$ cat src/design/psdc_pkg.sv
// Shared types, constants and the microprogram of the PID step unit.
// Used by the sequencer, the datapath, the multiplier and the top level.
package psdc_pkg;

    localparam int PC_W      = 5;
    localparam int TERM_W    = 62;  // signed product term, magnitude up to 2^60
    localparam int TERM_LOG  = 60;
    localparam int SUM_W     = 64;  // base plus three terms always fits
    localparam int MUL_DIG   = 16;  // multiplier digit width
    localparam int CFG_IDX_W = 3;

    typedef logic [PC_W-1:0] t_pc;

    typedef enum logic [2:0] {
        C_NEVER    = 3'd0,
        C_ALWAYS   = 3'd1,
        C_NO_IN    = 3'd2,
        C_MUL_BUSY = 3'd3,
        C_OUT_FREE = 3'd4
    } t_cond;

    typedef enum logic [1:0] {
        M_NONE  = 2'd0,
        M_START = 2'd1,
        M_MAC   = 2'd2
    } t_mul_op;

    typedef enum logic [1:0] {
        A_ERR   = 2'd0,
        A_DIFF  = 2'd1,
        A_INTEG = 2'd2,
        A_DERIV = 2'd3
    } t_asel;

    typedef enum logic [2:0] {
        B_GP   = 3'd0,
        B_GI   = 3'd1,
        B_GD   = 3'd2,
        B_RATE = 3'd3,
        B_TIME = 3'd4
    } t_bsel;

    typedef enum logic [1:0] {
        D_NONE  = 2'd0,
        D_SUM   = 2'd1,
        D_DERIV = 2'd2,
        D_INTEG = 2'd3
    } t_dst;

    typedef enum logic [CFG_IDX_W-1:0] {
        CFG_GAIN_P    = 3'd0,
        CFG_GAIN_I    = 3'd1,
        CFG_GAIN_D    = 3'd2,
        CFG_OUT_MAX   = 3'd3,
        CFG_OUT_MIN   = 3'd4,
        CFG_STEP_TIME = 3'd5,
        CFG_STEP_RATE = 3'd6,
        CFG_DEAD_ZONE = 3'd7
    } t_cfg_idx;

    typedef struct packed {
        logic    accept;
        logic    diff;
        t_mul_op mul_op;
        t_asel   a_sel;
        t_bsel   b_sel;
        logic    fin;
        t_dst    dst;
        logic    emit;
        t_cond   cond;
        t_pc     target;
    } t_ctrl;

    typedef struct packed {
        logic in_valid;
        logic mul_busy;
        logic out_free;
    } t_stat;

    // Program step labels.
    localparam t_pc S_WAIT  = 5'd0;
    localparam t_pc S_DIFF  = 5'd1;
    localparam t_pc S_MAC_P = 5'd2;
    localparam t_pc S_FIN_P = 5'd3;
    localparam t_pc S_ADD_P = 5'd4;
    localparam t_pc S_MAC_R = 5'd5;
    localparam t_pc S_FIN_R = 5'd6;
    localparam t_pc S_DER   = 5'd7;
    localparam t_pc S_MAC_I = 5'd8;
    localparam t_pc S_FIN_I = 5'd9;
    localparam t_pc S_ADD_I = 5'd10;
    localparam t_pc S_MAC_D = 5'd11;
    localparam t_pc S_FIN_D = 5'd12;
    localparam t_pc S_ADD_D = 5'd13;
    localparam t_pc S_MAC_T = 5'd14;
    localparam t_pc S_FIN_T = 5'd15;
    localparam t_pc S_INTEG = 5'd16;
    localparam t_pc S_EMIT  = 5'd17;
    localparam t_pc S_BACK  = 5'd18;

    // Control store. A step whose condition holds jumps to its target,
    // otherwise the step counter advances by one.
    function automatic t_ctrl ucode(input t_pc pc);
        t_ctrl w;
        begin
            w        = '0;
            w.mul_op = M_NONE;
            w.a_sel  = A_ERR;
            w.b_sel  = B_GP;
            w.dst    = D_NONE;
            w.cond   = C_NEVER;
            w.target = S_WAIT;
            case (pc)
                S_WAIT: begin
                    w.accept = 1'b1;
                    w.cond   = C_NO_IN;
                    w.target = S_WAIT;
                end
                S_DIFF: begin
                    w.diff   = 1'b1;
                    w.mul_op = M_START;
                    w.a_sel  = A_ERR;
                    w.b_sel  = B_GP;
                end
                S_MAC_P: begin
                    w.mul_op = M_MAC;
                    w.cond   = C_MUL_BUSY;
                    w.target = S_MAC_P;
                end
                S_FIN_P: w.fin = 1'b1;
                S_ADD_P: begin
                    w.dst    = D_SUM;
                    w.mul_op = M_START;
                    w.a_sel  = A_DIFF;
                    w.b_sel  = B_RATE;
                end
                S_MAC_R: begin
                    w.mul_op = M_MAC;
                    w.cond   = C_MUL_BUSY;
                    w.target = S_MAC_R;
                end
                S_FIN_R: w.fin = 1'b1;
                S_DER: begin
                    w.dst    = D_DERIV;
                    w.mul_op = M_START;
                    w.a_sel  = A_INTEG;
                    w.b_sel  = B_GI;
                end
                S_MAC_I: begin
                    w.mul_op = M_MAC;
                    w.cond   = C_MUL_BUSY;
                    w.target = S_MAC_I;
                end
                S_FIN_I: w.fin = 1'b1;
                S_ADD_I: begin
                    w.dst    = D_SUM;
                    w.mul_op = M_START;
                    w.a_sel  = A_DERIV;
                    w.b_sel  = B_GD;
                end
                S_MAC_D: begin
                    w.mul_op = M_MAC;
                    w.cond   = C_MUL_BUSY;
                    w.target = S_MAC_D;
                end
                S_FIN_D: w.fin = 1'b1;
                S_ADD_D: begin
                    w.dst    = D_SUM;
                    w.mul_op = M_START;
                    w.a_sel  = A_ERR;
                    w.b_sel  = B_TIME;
                end
                S_MAC_T: begin
                    w.mul_op = M_MAC;
                    w.cond   = C_MUL_BUSY;
                    w.target = S_MAC_T;
                end
                S_FIN_T: w.fin = 1'b1;
                S_INTEG: w.dst = D_INTEG;
                S_EMIT: begin
                    w.emit   = 1'b1;
                    w.cond   = C_OUT_FREE;
                    w.target = S_WAIT;
                end
                S_BACK: begin
                    w.cond   = C_ALWAYS;
                    w.target = S_EMIT;
                end
                default: begin
                    w.cond   = C_ALWAYS;
                    w.target = S_WAIT;
                end
            endcase
            return w;
        end
    endfunction

endpackage

$ cat src/design/psdc_seq.sv
// Step counter and control store lookup of the PID step unit.
// Depends on psdc_pkg for the control word, status and program.
module psdc_seq
    import psdc_pkg::*;
(
    input  logic  i_clk,
    input  logic  i_rst_n,
    input  t_stat i_stat,
    output t_ctrl o_ctrl
);

    t_pc   r_pc;
    t_pc   n_pc;
    t_ctrl w;
    logic  take;

    always_comb begin
        w = ucode(r_pc);
        case (w.cond)
            C_NEVER:    take = 1'b0;
            C_ALWAYS:   take = 1'b1;
            C_NO_IN:    take = !i_stat.in_valid;
            C_MUL_BUSY: take = i_stat.mul_busy;
            C_OUT_FREE: take = i_stat.out_free;
            default:    take = 1'b0;
        endcase
        n_pc = take ? w.target : r_pc + 1'b1;
    end

    always_ff @(posedge i_clk) begin
        if (!i_rst_n) begin
            r_pc <= S_WAIT;
        end else begin
            r_pc <= n_pc;
        end
    end

    assign o_ctrl = w;

endmodule

$ cat src/design/psdc_mul.sv
// Shared sign-magnitude multiplier: one 16-bit digit of B per cycle, then
// a scale, saturate and sign step. Depends on psdc_pkg.
module psdc_mul
    import psdc_pkg::*;
#(
    parameter int AW   = 48,
    parameter int BW   = 32,
    parameter int FRAC = 16
) (
    input  logic                     i_clk,
    input  logic                     i_rst_n,
    input  t_ctrl                    i_ctrl,
    input  logic signed [AW-1:0]     i_a,
    input  logic signed [BW-1:0]     i_b,
    output logic                     o_busy,
    output logic signed [TERM_W-1:0] o_term
);

    localparam int ND  = (BW + MUL_DIG - 1) / MUL_DIG;
    localparam int BPW = ND * MUL_DIG;
    localparam int PW  = AW + BPW;
    localparam int SW  = (PW > TERM_W) ? PW : TERM_W;
    localparam int CW  = (ND > 1) ? $clog2(ND) : 1;
    localparam logic [SW-1:0] LIMIT = SW'(1) << TERM_LOG;

    logic [AW-1:0]           r_amag;
    logic [BPW-1:0]          r_bmag;
    logic                    r_neg;
    logic [PW-1:0]           r_acc;
    logic [CW-1:0]           r_cnt;
    logic signed [TERM_W-1:0] r_term;

    logic [AW-1:0]          a_mag;
    logic [BW-1:0]          b_mag;
    logic [AW+MUL_DIG-1:0]  prod;
    logic [PW-1:0]          shifted;
    logic [SW-1:0]          ext;
    logic [TERM_W-1:0]      mag_t;

    always_comb begin
        a_mag   = i_a[AW-1] ? (~i_a + 1'b1) : i_a;
        b_mag   = i_b[BW-1] ? (~i_b + 1'b1) : i_b;
        prod    = r_amag * r_bmag[BPW-1 -: MUL_DIG];
        shifted = r_acc >> FRAC;
        ext     = SW'(shifted);
        mag_t   = (ext > LIMIT) ? LIMIT[TERM_W-1:0] : ext[TERM_W-1:0];
    end

    // Digits are taken from the top, so the accumulator shifts left each step.
    always_ff @(posedge i_clk) begin
        if (i_ctrl.mul_op == M_START) begin
            r_amag <= a_mag;
            r_bmag <= BPW'(b_mag);
            r_neg  <= i_a[AW-1] ^ i_b[BW-1];
            r_acc  <= '0;
        end else if (i_ctrl.mul_op == M_MAC) begin
            r_acc  <= (r_acc << MUL_DIG) + PW'(prod);
            r_bmag <= r_bmag << MUL_DIG;
        end
        if (i_ctrl.fin) begin
            r_term <= r_neg ? signed'(~mag_t + 1'b1) : signed'(mag_t);
        end
    end

    always_ff @(posedge i_clk) begin
        if (!i_rst_n) begin
            r_cnt <= '0;
        end else if (i_ctrl.mul_op == M_START) begin
            r_cnt <= '0;
        end else if (i_ctrl.mul_op == M_MAC) begin
            r_cnt <= r_cnt + 1'b1;
        end
    end

    assign o_busy = (r_cnt != CW'(ND - 1));
    assign o_term = r_term;

endmodule

$ cat src/design/psdc_dpath.sv
// Datapath of the PID step unit: deadband, operand selection, term
// accumulation, derivative and integral saturation, output clamp.
// Depends on psdc_pkg and psdc_mul.
module psdc_dpath
    import psdc_pkg::*;
#(
    parameter int DW   = 32,
    parameter int FRAC = 16
) (
    input  logic                 i_clk,
    input  logic                 i_rst_n,
    input  t_ctrl                i_ctrl,
    input  logic                 i_in_valid,
    input  logic signed [DW-1:0] i_error,
    input  logic signed [DW-1:0] i_base,
    input  logic signed [DW-1:0] i_gain_p,
    input  logic signed [DW-1:0] i_gain_i,
    input  logic signed [DW-1:0] i_gain_d,
    input  logic signed [DW-1:0] i_out_max,
    input  logic signed [DW-1:0] i_out_min,
    input  logic [DW-2:0]        i_step_time,
    input  logic [DW-2:0]        i_step_rate,
    input  logic [DW-2:0]        i_dead_zone,
    output logic                 o_mul_busy,
    output logic signed [DW-1:0] o_drive
);

    localparam int IW  = DW + 16;
    localparam int IAW = ((IW > TERM_W) ? IW : TERM_W) + 1;
    localparam logic signed [SUM_W-1:0] D_HI = {{(SUM_W-DW+1){1'b0}}, {(DW-1){1'b1}}};
    localparam logic signed [SUM_W-1:0] D_LO = ~D_HI;
    localparam logic signed [IAW-1:0]   I_HI = {{(IAW-IW+1){1'b0}}, {(IW-1){1'b1}}};
    localparam logic signed [IAW-1:0]   I_LO = ~I_HI;

    logic signed [DW-1:0]    r_e;
    logic signed [DW-1:0]    r_last;
    logic signed [DW:0]      r_diff;
    logic signed [DW-1:0]    r_deriv;
    logic signed [IW-1:0]    r_integ;
    logic signed [SUM_W-1:0] r_sum;

    logic [DW-1:0]           err_mag;
    logic signed [DW-1:0]    e_db;
    logic signed [IW-1:0]    op_a;
    logic signed [DW-1:0]    op_b;
    logic signed [TERM_W-1:0] term;
    logic signed [SUM_W-1:0] term64;
    logic signed [IAW-1:0]   isum;
    logic signed [SUM_W-1:0] hi;
    logic signed [SUM_W-1:0] lo;
    logic signed [SUM_W-1:0] clamp_hi;
    logic signed [SUM_W-1:0] clamp_lo;

    psdc_mul #(
        .AW   (IW),
        .BW   (DW),
        .FRAC (FRAC)
    ) u_mul (
        .i_clk   (i_clk),
        .i_rst_n (i_rst_n),
        .i_ctrl  (i_ctrl),
        .i_a     (op_a),
        .i_b     (op_b),
        .o_busy  (o_mul_busy),
        .o_term  (term)
    );

    always_comb begin
        // The most negative error has magnitude 2^(DW-1), which fits unsigned.
        err_mag = i_error[DW-1] ? (~i_error + 1'b1) : i_error;
        e_db    = (err_mag <= {1'b0, i_dead_zone}) ? '0 : i_error;

        case (i_ctrl.a_sel)
            A_ERR:   op_a = IW'(r_e);
            A_DIFF:  op_a = IW'(r_diff);
            A_INTEG: op_a = r_integ;
            A_DERIV: op_a = IW'(r_deriv);
            default: op_a = '0;
        endcase

        case (i_ctrl.b_sel)
            B_GP:    op_b = i_gain_p;
            B_GI:    op_b = i_gain_i;
            B_GD:    op_b = i_gain_d;
            B_RATE:  op_b = signed'({1'b0, i_step_rate});
            B_TIME:  op_b = signed'({1'b0, i_step_time});
            default: op_b = '0;
        endcase

        term64   = SUM_W'(term);
        isum     = IAW'(r_integ) + IAW'(term);

        hi       = SUM_W'(i_out_max);
        lo       = SUM_W'(i_out_min);
        clamp_hi = (r_sum > hi) ? hi : r_sum;
        clamp_lo = (clamp_hi < lo) ? lo : clamp_hi;
        o_drive  = clamp_lo[DW-1:0];
    end

    always_ff @(posedge i_clk) begin
        if (i_ctrl.accept && i_in_valid) begin
            r_e   <= e_db;
            r_sum <= SUM_W'(i_base);
        end else if (i_ctrl.dst == D_SUM) begin
            r_sum <= r_sum + term64;
        end
        if (i_ctrl.diff) begin
            r_diff <= (DW+1)'(r_e) - (DW+1)'(r_last);
        end
        if (i_ctrl.dst == D_DERIV) begin
            if (term64 > D_HI) begin
                r_deriv <= D_HI[DW-1:0];
            end else if (term64 < D_LO) begin
                r_deriv <= D_LO[DW-1:0];
            end else begin
                r_deriv <= term64[DW-1:0];
            end
        end
    end

    always_ff @(posedge i_clk) begin
        if (!i_rst_n) begin
            r_integ <= '0;
            r_last  <= '0;
        end else if (i_ctrl.dst == D_INTEG) begin
            r_last <= r_e;
            if (isum > I_HI) begin
                r_integ <= I_HI[IW-1:0];
            end else if (isum < I_LO) begin
                r_integ <= I_LO[IW-1:0];
            end else begin
                r_integ <= isum[IW-1:0];
            end
        end
    end

endmodule

$ cat src/design/pid_step_deadband_clamp_unit.sv
// PID step unit with deadband and output clamp, signed fixed point.
// Input words are taken one at a time: a new word is accepted only after the
// previous result has been written to the output register, since the five
// products share one 16-bit-digit multiplier under the microprogram.
// Synchronous active-low reset clears the integral, the previous error and all
// configuration registers to their defaults.
module pid_step_deadband_clamp_unit
    import psdc_pkg::*;
#(
    parameter int DATA_WIDTH = 32,
    parameter int FRAC_BITS  = 16
) (
    input  logic                                     i_clk,
    input  logic                                     i_rst_n,
    input  logic                                     s_axis_tvalid,
    output logic                                     s_axis_tready,
    // error_in, base_value, zero fill
    input  logic [((2*DATA_WIDTH+7)/8)*8-1:0]        s_axis_tdata,
    output logic                                     m_axis_tvalid,
    input  logic                                     m_axis_tready,
    // drive_out, zero fill
    output logic [((DATA_WIDTH+7)/8)*8-1:0]          m_axis_tdata,
    input  logic                                     i_cfg_we,
    input  logic [CFG_IDX_W-1:0]                     i_cfg_index,
    input  logic [DATA_WIDTH-1:0]                    i_cfg_wdata
);

    localparam int DW  = DATA_WIDTH;
    localparam int ODW = ((DW + 7) / 8) * 8;

    logic signed [DW-1:0] r_gain_p;
    logic signed [DW-1:0] r_gain_i;
    logic signed [DW-1:0] r_gain_d;
    logic signed [DW-1:0] r_out_max;
    logic signed [DW-1:0] r_out_min;
    logic [DW-2:0]        r_step_time;
    logic [DW-2:0]        r_step_rate;
    logic [DW-2:0]        r_dead_zone;
    logic                 r_out_valid;
    logic [DW-1:0]        r_out_data;

    t_ctrl                ctrl;
    t_stat                stat;
    logic                 mul_busy;
    logic                 out_free;
    logic signed [DW-1:0] drive;

    assign out_free      = !r_out_valid || m_axis_tready;
    assign stat.in_valid = s_axis_tvalid;
    assign stat.mul_busy = mul_busy;
    assign stat.out_free = out_free;

    psdc_seq u_seq (
        .i_clk   (i_clk),
        .i_rst_n (i_rst_n),
        .i_stat  (stat),
        .o_ctrl  (ctrl)
    );

    psdc_dpath #(
        .DW   (DW),
        .FRAC (FRAC_BITS)
    ) u_dpath (
        .i_clk       (i_clk),
        .i_rst_n     (i_rst_n),
        .i_ctrl      (ctrl),
        .i_in_valid  (s_axis_tvalid),
        .i_error     (signed'(s_axis_tdata[DW-1:0])),
        .i_base      (signed'(s_axis_tdata[2*DW-1:DW])),
        .i_gain_p    (r_gain_p),
        .i_gain_i    (r_gain_i),
        .i_gain_d    (r_gain_d),
        .i_out_max   (r_out_max),
        .i_out_min   (r_out_min),
        .i_step_time (r_step_time),
        .i_step_rate (r_step_rate),
        .i_dead_zone (r_dead_zone),
        .o_mul_busy  (mul_busy),
        .o_drive     (drive)
    );

    always_ff @(posedge i_clk) begin
        if (!i_rst_n) begin
            r_gain_p    <= '0;
            r_gain_i    <= '0;
            r_gain_d    <= '0;
            r_out_max   <= {1'b0, {(DW-1){1'b1}}};
            r_out_min   <= {1'b1, {(DW-1){1'b0}}};
            r_step_time <= (DW-1)'(1) << FRAC_BITS;
            r_step_rate <= (DW-1)'(1) << FRAC_BITS;
            r_dead_zone <= '0;
        end else if (i_cfg_we) begin
            case (i_cfg_index)
                CFG_GAIN_P:    r_gain_p    <= i_cfg_wdata;
                CFG_GAIN_I:    r_gain_i    <= i_cfg_wdata;
                CFG_GAIN_D:    r_gain_d    <= i_cfg_wdata;
                CFG_OUT_MAX:   r_out_max   <= i_cfg_wdata;
                CFG_OUT_MIN:   r_out_min   <= i_cfg_wdata;
                CFG_STEP_TIME: r_step_time <= i_cfg_wdata[DW-2:0];
                CFG_STEP_RATE: r_step_rate <= i_cfg_wdata[DW-2:0];
                CFG_DEAD_ZONE: r_dead_zone <= i_cfg_wdata[DW-2:0];
                default: ;
            endcase
        end
    end

    // The output register frees the sequencer to take the next word while
    // this result waits downstream.
    always_ff @(posedge i_clk) begin
        if (!i_rst_n) begin
            r_out_valid <= 1'b0;
        end else if (ctrl.emit && out_free) begin
            r_out_valid <= 1'b1;
        end else if (m_axis_tready) begin
            r_out_valid <= 1'b0;
        end
    end

    always_ff @(posedge i_clk) begin
        if (ctrl.emit && out_free) begin
            r_out_data <= drive;
        end
    end

    // No word is taken while reset is held.
    assign s_axis_tready = ctrl.accept && i_rst_n;
    assign m_axis_tvalid = r_out_valid;
    assign m_axis_tdata  = ODW'(r_out_data);

endmodule

$ cat config.mk
export PLATFORM = sky130hd
export DESIGN_NAME = pid_step_deadband_clamp_unit
export DESIGN_NICKNAME = d
export VERILOG_FILES = /design/src/design/psdc_pkg.sv /design/src/design/psdc_seq.sv /design/src/design/psdc_mul.sv /design/src/design/psdc_dpath.sv /design/src/design/pid_step_deadband_clamp_unit.sv
export SDC_FILE = /design/constraint.sdc
export NUM_CORES = 2
export LEC_CHECK = 0
export ABC_AREA = 1
export BUFFER_PORTS_ARGS = -buffer_cell sky130_fd_sc_hd__buf_2
export CAP_MARGIN = 5
export CORE_ASPECT_RATIO = 0.9
export CORE_UTILIZATION = 53
export CTS_CLUSTER_DIAMETER = 120
export DETAILED_ROUTE_END_ITERATION = 12
export PLACE_DENSITY = 0.7
export SETUP_SLACK_MARGIN = 0.1
export SKIP_LAST_GASP = 1
export SYNTH_ARGS = -nofsm -noshare
export SYNTH_HDL_FRONTEND = slang
export SYNTH_SLANG_ARGS = --single-unit
$ cat constraint.sdc
create_clock -name i_clk -period 7.35 [get_ports i_clk]
set_input_delay 1.1025 -clock i_clk [delete_from_list [all_inputs] [get_ports i_clk]]
set_output_delay 1.1025 -clock i_clk [all_outputs]
set_load 0.1 [all_outputs]
== After elaboration in Yosys (flattened, before gate mapping) ==
Cells that the tools add are included.
W data, S select, Z words.
Word-level totals
  input bits: 104
  register bits: 756
Cells by class
  multiply operators: 1
  $add $sub $neg: 10
  reduce and logical (&&, ||, !) cells: 27
  equal/unequal tests: 41
  bitwise gates (word level): 7
  muxes and demuxes: 28
  magnitude comparators: 8
Operators with widths (count)
  $mux W32: 6
  $mux W64: 3
  $pmux W48 S4: 1
  $pmux W32 S5: 1
  $mux W62: 2
  $mux W48: 2
  $add A80 B64 Y80: 1
  $pmux W8 S9: 1
  $add A32 B1 Y32 const B: 2
  $add A64 B62 Y64: 1
  $gt A64 B32 Y1: 1
  $gt A64 B61 Y1 const B: 1
  $lt A64 B32 Y1: 1
  $mul A48 B16 Y64: 1
  $not A32 Y32: 2
  $add A48 B62 Y63: 1
  $gt A63 B48 Y1 const B: 1
  $lt A63 B48 Y1 const B: 1
  $add A62 B1 Y62 const B: 1
  $gt A62 B32 Y1 const B: 1
  $lt A62 B32 Y1 const B: 1
  $not A62 Y62: 1
  $add A48 B1 Y48 const B: 1
  $not A48 Y48: 1
  35 further kinds: 87

== Logic depth before layout (Yosys ltp) ==
  word-level depth: 8
  gate-level depth with buffers: 35

== By module ==
A second synthesis with hierarchy kept.
Second synthesis, totals
  cell total of the unflattened synthesis: 10954
  area, all modules: 78505.3 um2
By module, submodules not included
  psdc_mul: instances 1, cells an instance 5437, area each 40460.1 um2
  psdc_dpath: instances 1, cells an instance 3976, area each 26623.0 um2
  pid_step_deadband_clamp_unit: instances 1, cells an instance 1423, area each 10745.3 um2
  psdc_seq: instances 1, cells an instance 118, area each 676.9 um2

== Worst setup path before layout ==
No wires, ideal clock.
  path kind: register -> register
  from: register u_seq.r_pc[1]
  to: register u_dpath.r_sum[0] (enable)
  stages on the path, launching flop included: 11
  library setup time: 0.574 ns
  path slack: 0.718 ns
  arrival: 6.057 ns
  data required time: 6.776 ns
  path buffers: 2
  path through: dfxtp_1 -> inv_1 -> ha_1 -> inv_1 -> nor2_1 -> nand2_2 -> clkinv_2 -> buf_2 -> buf_1 -> nor2_1 -> o21ai_0
Between the ends
  cells in the longest elaborated chain, start to end: 5
  elaborated cells between the ends (all ways): 12
  those cells by class: 6 x eq/ne; 2 x mux; 4 x reduce/logical
Ends and longest elaborated chain
  start: declaration: RTL line psdc_seq.sv:12  | t_pc r_pc;
  start signal: assignment: RTL line psdc_seq.sv:34  | r_pc <= n_pc;
  $eq A5 B3 Y1 / $eq A5 B4 Y1 (equally long branches): RTL line psdc_pkg.sv:113  | case (pc)
  $reduce_or A3 Y1 (no source line)
  $pmux W2 S3: RTL line psdc_pkg.sv:113
  $eq A2 B1 Y1: RTL line psdc_dpath.sv:104  | end else if (i_ctrl.dst == D_SUM) begin
  $reduce_bool A2 Y1 (no source line) (*)
  end signal: assignment: RTL line psdc_dpath.sv:103  | r_sum <= SUM_W'(i_base);
  end signal: assignment: RTL line psdc_dpath.sv:105  | r_sum <= r_sum + term64;
  end: declaration: RTL line psdc_dpath.sv:40  | logic signed [SUM_W-1:0] r_sum;
Every way passes the cells marked *; elsewhere a longest branch is shown, timed or not.
A chain may end at the register's enable or synchronous reset.

== Final worst setup path ==
  from: register u_dpath.u_mul.r_bmag[22]
  to: register u_dpath.u_mul.r_acc[62]
Between the ends
  cells in the longest elaborated chain, start to end: 2
Ends and longest elaborated chain
  start: declaration: RTL line psdc_mul.sv:27  | logic [BPW-1:0] r_bmag;
  start signal: assignment: RTL line psdc_mul.sv:53  | r_bmag <= BPW'(b_mag);
  start signal: assignment: RTL line psdc_mul.sv:58  | r_bmag <= r_bmag << MUL_DIG;
  $mul A48 B16 Y64: RTL line psdc_mul.sv:43  | prod = r_amag * r_bmag[BPW-1 -: MUL_DIG];
  $add A80 B64 Y80: RTL line psdc_mul.sv:57  | r_acc <= (r_acc << MUL_DIG) + PW'(prod);
  end signal: assignment: RTL line psdc_mul.sv:57
  end: declaration: RTL line psdc_mul.sv:29  | logic [PW-1:0] r_acc;
Every way passes these cells.

==> run_results.csv <==
group,metric,value,unit
synth,seq_area_frac_synth,24.5,%
grt,track_usage,34.8,%
drt,postRouteAntennaNets,0,
floorplan,die_y,360,µm
clock_network,cts_hold_buf,0,
drt,highest_layer,"met5",
synth,syn_avg_cell_area,7.41,µm²
drt,wl_met1,108000,µm
drt,drc_errors,0,
setup_path,path_max_fanout,29,
drt,wl_per_cell,20.7,µm
grt,grt_pass1_wl,387000,µm
drt,drt_iter0_drc,6710,
min_path,holdPathStages,2,
outcome,status,"finished, final reports clean",
sta,fin_crit,7.06,ns
setup_path,cp.arrival,7.65,ns
sta,period_share,96.0,%
placed_design,place_ws,-0.200,ns
placed_design,place_hpwl,199000,µm
drt,met3WireLength,21500,µm
sta,fmax,142,MHz
setup_path,cp-start-kind,"register",
setup_path,required,7.94,ns
floorplan,rows,131,
sta,worstMarginPinSlew,1.32,ns
synth,netlist_instances,10200,
clock_network,htree_num_levels,3,
drt,post_drt_via_cell_ratio,5.58,
synth,netlist_area,75600,µm²
grt,grt_overflow,0,
job,cap_violations,0,
sta,slew_headroom,11.3,%
setup_path,max_stage_delay,0.56,ns
synth,ys.flop_type,"dfxtp_1",
clock_network,cts_sinks,756,
floorplan,core,142000,µm²
setup_path,criticalPathCategory,"register to register",
clock_network,worstSkewPairLatency,0.75,ns
drt,routed-via-count,68000,
grt,grt_pass1_vias,66700,
setup_path,r2r_cells,32,
setup_path,endpoint_kind,"register",
setup_path,crit_top_cell,"inv_1",
floorplan,die_width,400,µm
synth,synth-edff-count,336,
synth,ys_warn_count,0,
clock_network,cts.reportedPaths.clkPinSlew,0.07,ns
layout,area_growth,9.30,%
sta,hold_viol,0,
placed_design,gp_congestion,1.03,
layout,final_common_cell,"inv_1",
synth,ys_ff_latch,756,
layout,num-nets-final,11500,
setup_path,rr_startpoint,"u_dpath.u_mul.r_bmag[22]",
min_path,hold_path_startpoint,"r_step_time[21]",
sta,setup_viol,0,
clock_network,numCtsBuffers,88,
clock_network,clock_path_buffers,3,
sta,slew_violations,0,
grt,antenna_found_initial,8,
min_path,hold_path_end,"r_step_time[21]",
synth,async_reset_ff_share,0,%
layout,drive_gt1_share,6.83,%
floorplan,io_pins,138,
placed_design,portBuffers,137,
drt,first_pass_iters,7,
floorplan,start_util,53.4,%
placed_design,postPlaceCellArea,78500,µm²
drt,routed_wl,252000,µm
sta,rsz0062_at_grt,"true",
clock_network,cts_root_buf,"clkbuf_16",
setup_path,cp_slowest_cell,"fa_1",
layout,layout.cells.most_common_list,"inv_1 (2,142), nand2_1 (2,107), nor2_1 (867)",
drt,wl_met2,113000,µm
setup_path,reg2reg_slack,0.29,ns
min_path,hp-class,"register to register",
synth,synth_cell_types,76,
setup_path,r2r-end,"u_dpath.u_mul.r_acc[62]",
floorplan,dieArea,144000,µm²
synth,syn-num-nets,11500,
layout,fin_area,82600,µm²
clock_network,cts_tree,"built",
sta,fin_skew,0.0839,ns
grt,grt_start_max_net_pins,110,
sta,timing.final.ws_setup,0.293,ns
cell usage after synthesis (all sizes together) (95+ instances only):
cell	instances	share of area, %
ha	478	7.9
nand2	2129	11
nand3	281	1.9
a21oi	702	4.7
a31oi	95	0.79
o21ai	718	4.8
dfxtp	420	11
fa	693	18
xor2	210	2.4
inv	2162	11
nor2	901	4.6
edfxtp	336	13
xnor2	101	1.2
clkbuf	363	1.8
kinds of logic (layout without fill, tap and decap cells):
group / after synthesis / after routing / share of synthesized area [%]
AOI/OAI and AO/OA: 1787 / 1787 / 13.1
xor gates and xnor gates: 311 / 311 / 3.60
adders and majority gates: 1171 / 1171 / 26.3
buffers and inverters: 2607 / 2711 / 13.1
DFF: 756 / 756 / 24.5
muxes: 1 / 1 / 0.0132
other: 0 / 3 / 0
and+or+nand+nor: 3576 / 3576 / 19.4
how the worst max path moves through the flow:
stage          cells past startpoint                 endpoint                      from  slack, ns
3_5_place_dp                      26  u_dpath.u_mul.r_acc[71]  u_dpath.u_mul.r_amag[11]      -0.20
3_3_place_gp                      26  u_dpath.u_mul.r_acc[71]  u_dpath.u_mul.r_amag[11]      -0.17
4_1_cts                           26  u_dpath.u_mul.r_acc[78]  u_dpath.u_mul.r_bmag[28]       0.10
5_1_grt                           33  u_dpath.u_mul.r_acc[77]  u_dpath.u_mul.r_bmag[28]       0.06
6_report                          32  u_dpath.u_mul.r_acc[62]  u_dpath.u_mul.r_bmag[22]       0.29
2_1_floorplan                     10         u_dpath.r_sum[0]             u_seq.r_pc[1]       0.72
what timing repair did:
item / in CTS / in global routing
resized for setup: 2 / 74
setup endpoints to repair: 13 / 35
setup buffers: 8 / 50
gates cloned: 0 / 1
pin swaps: 0 / 7
registers in the layout, indices dropped and copies added (netlist names), 31 cells and up:
name	flops
m_axis_tdata	32
r_dead_zone	31
r_gain_d	32
r_gain_i	32
r_gain_p	32
r_out_max	32
r_out_min	32
r_step_rate	31
r_step_time	31
u_dpath.r_deriv	32
u_dpath.r_diff	33
u_dpath.r_e	32
u_dpath.r_integ	48
u_dpath.r_last	32
u_dpath.r_sum	64
u_dpath.u_mul.o_term	62
u_dpath.u_mul.r_acc	80
u_dpath.u_mul.r_amag	48
u_dpath.u_mul.r_bmag	32
worst max-delay path: cells and delay by family, from the launching register on:
kind	cells	cell delay, ns
adder cells (fa/ha/maj)	7	3.48
buffers and inverters	12	1.19
AO/OA/AOI/OAI	5	0.85
AND/OR/NAND/NOR	7	0.73
flip-flops	1	0.42
XOR/XNOR	1	0.17
final cells by class:
type	count	area, µm²
sequential	756	18500
multi-input combinational	6846	47400
timing repair buffer	376	3020
clock inverter	53	747
fill	13300	59000
inverter	2169	8160
antenna	3	7.51
tap	1862	2330
clock buffer	113	2440
routing by layer:
layer	track usage (%)	vias up
met1	49.4	32800
met4	10.8	2
li1	-	32000
met2	54.8	2850
met3	4.79	372
met5	0	-
through the flow:
stage / TNS [ns] / utilization (%) / hold WS [ns] / cells
2_1_floorplan: 0 / - / 0.425 / 10200
3_3_place_gp: -0.168 / 55.4 / 0.435 / 12000
3_5_place_dp: -0.235 / 55.4 / 0.446 / 12000
4_1_cts: 0 / 57.7 / 0.456 / 12100
5_1_grt: 0 / 58.3 / 0.469 / 12200
6_report: 0 / 58.3 / 0.454 / 12200
Power is not shown: default switching activity piles up to over one toggle a cycle in this logic, so the estimate is an artifact.
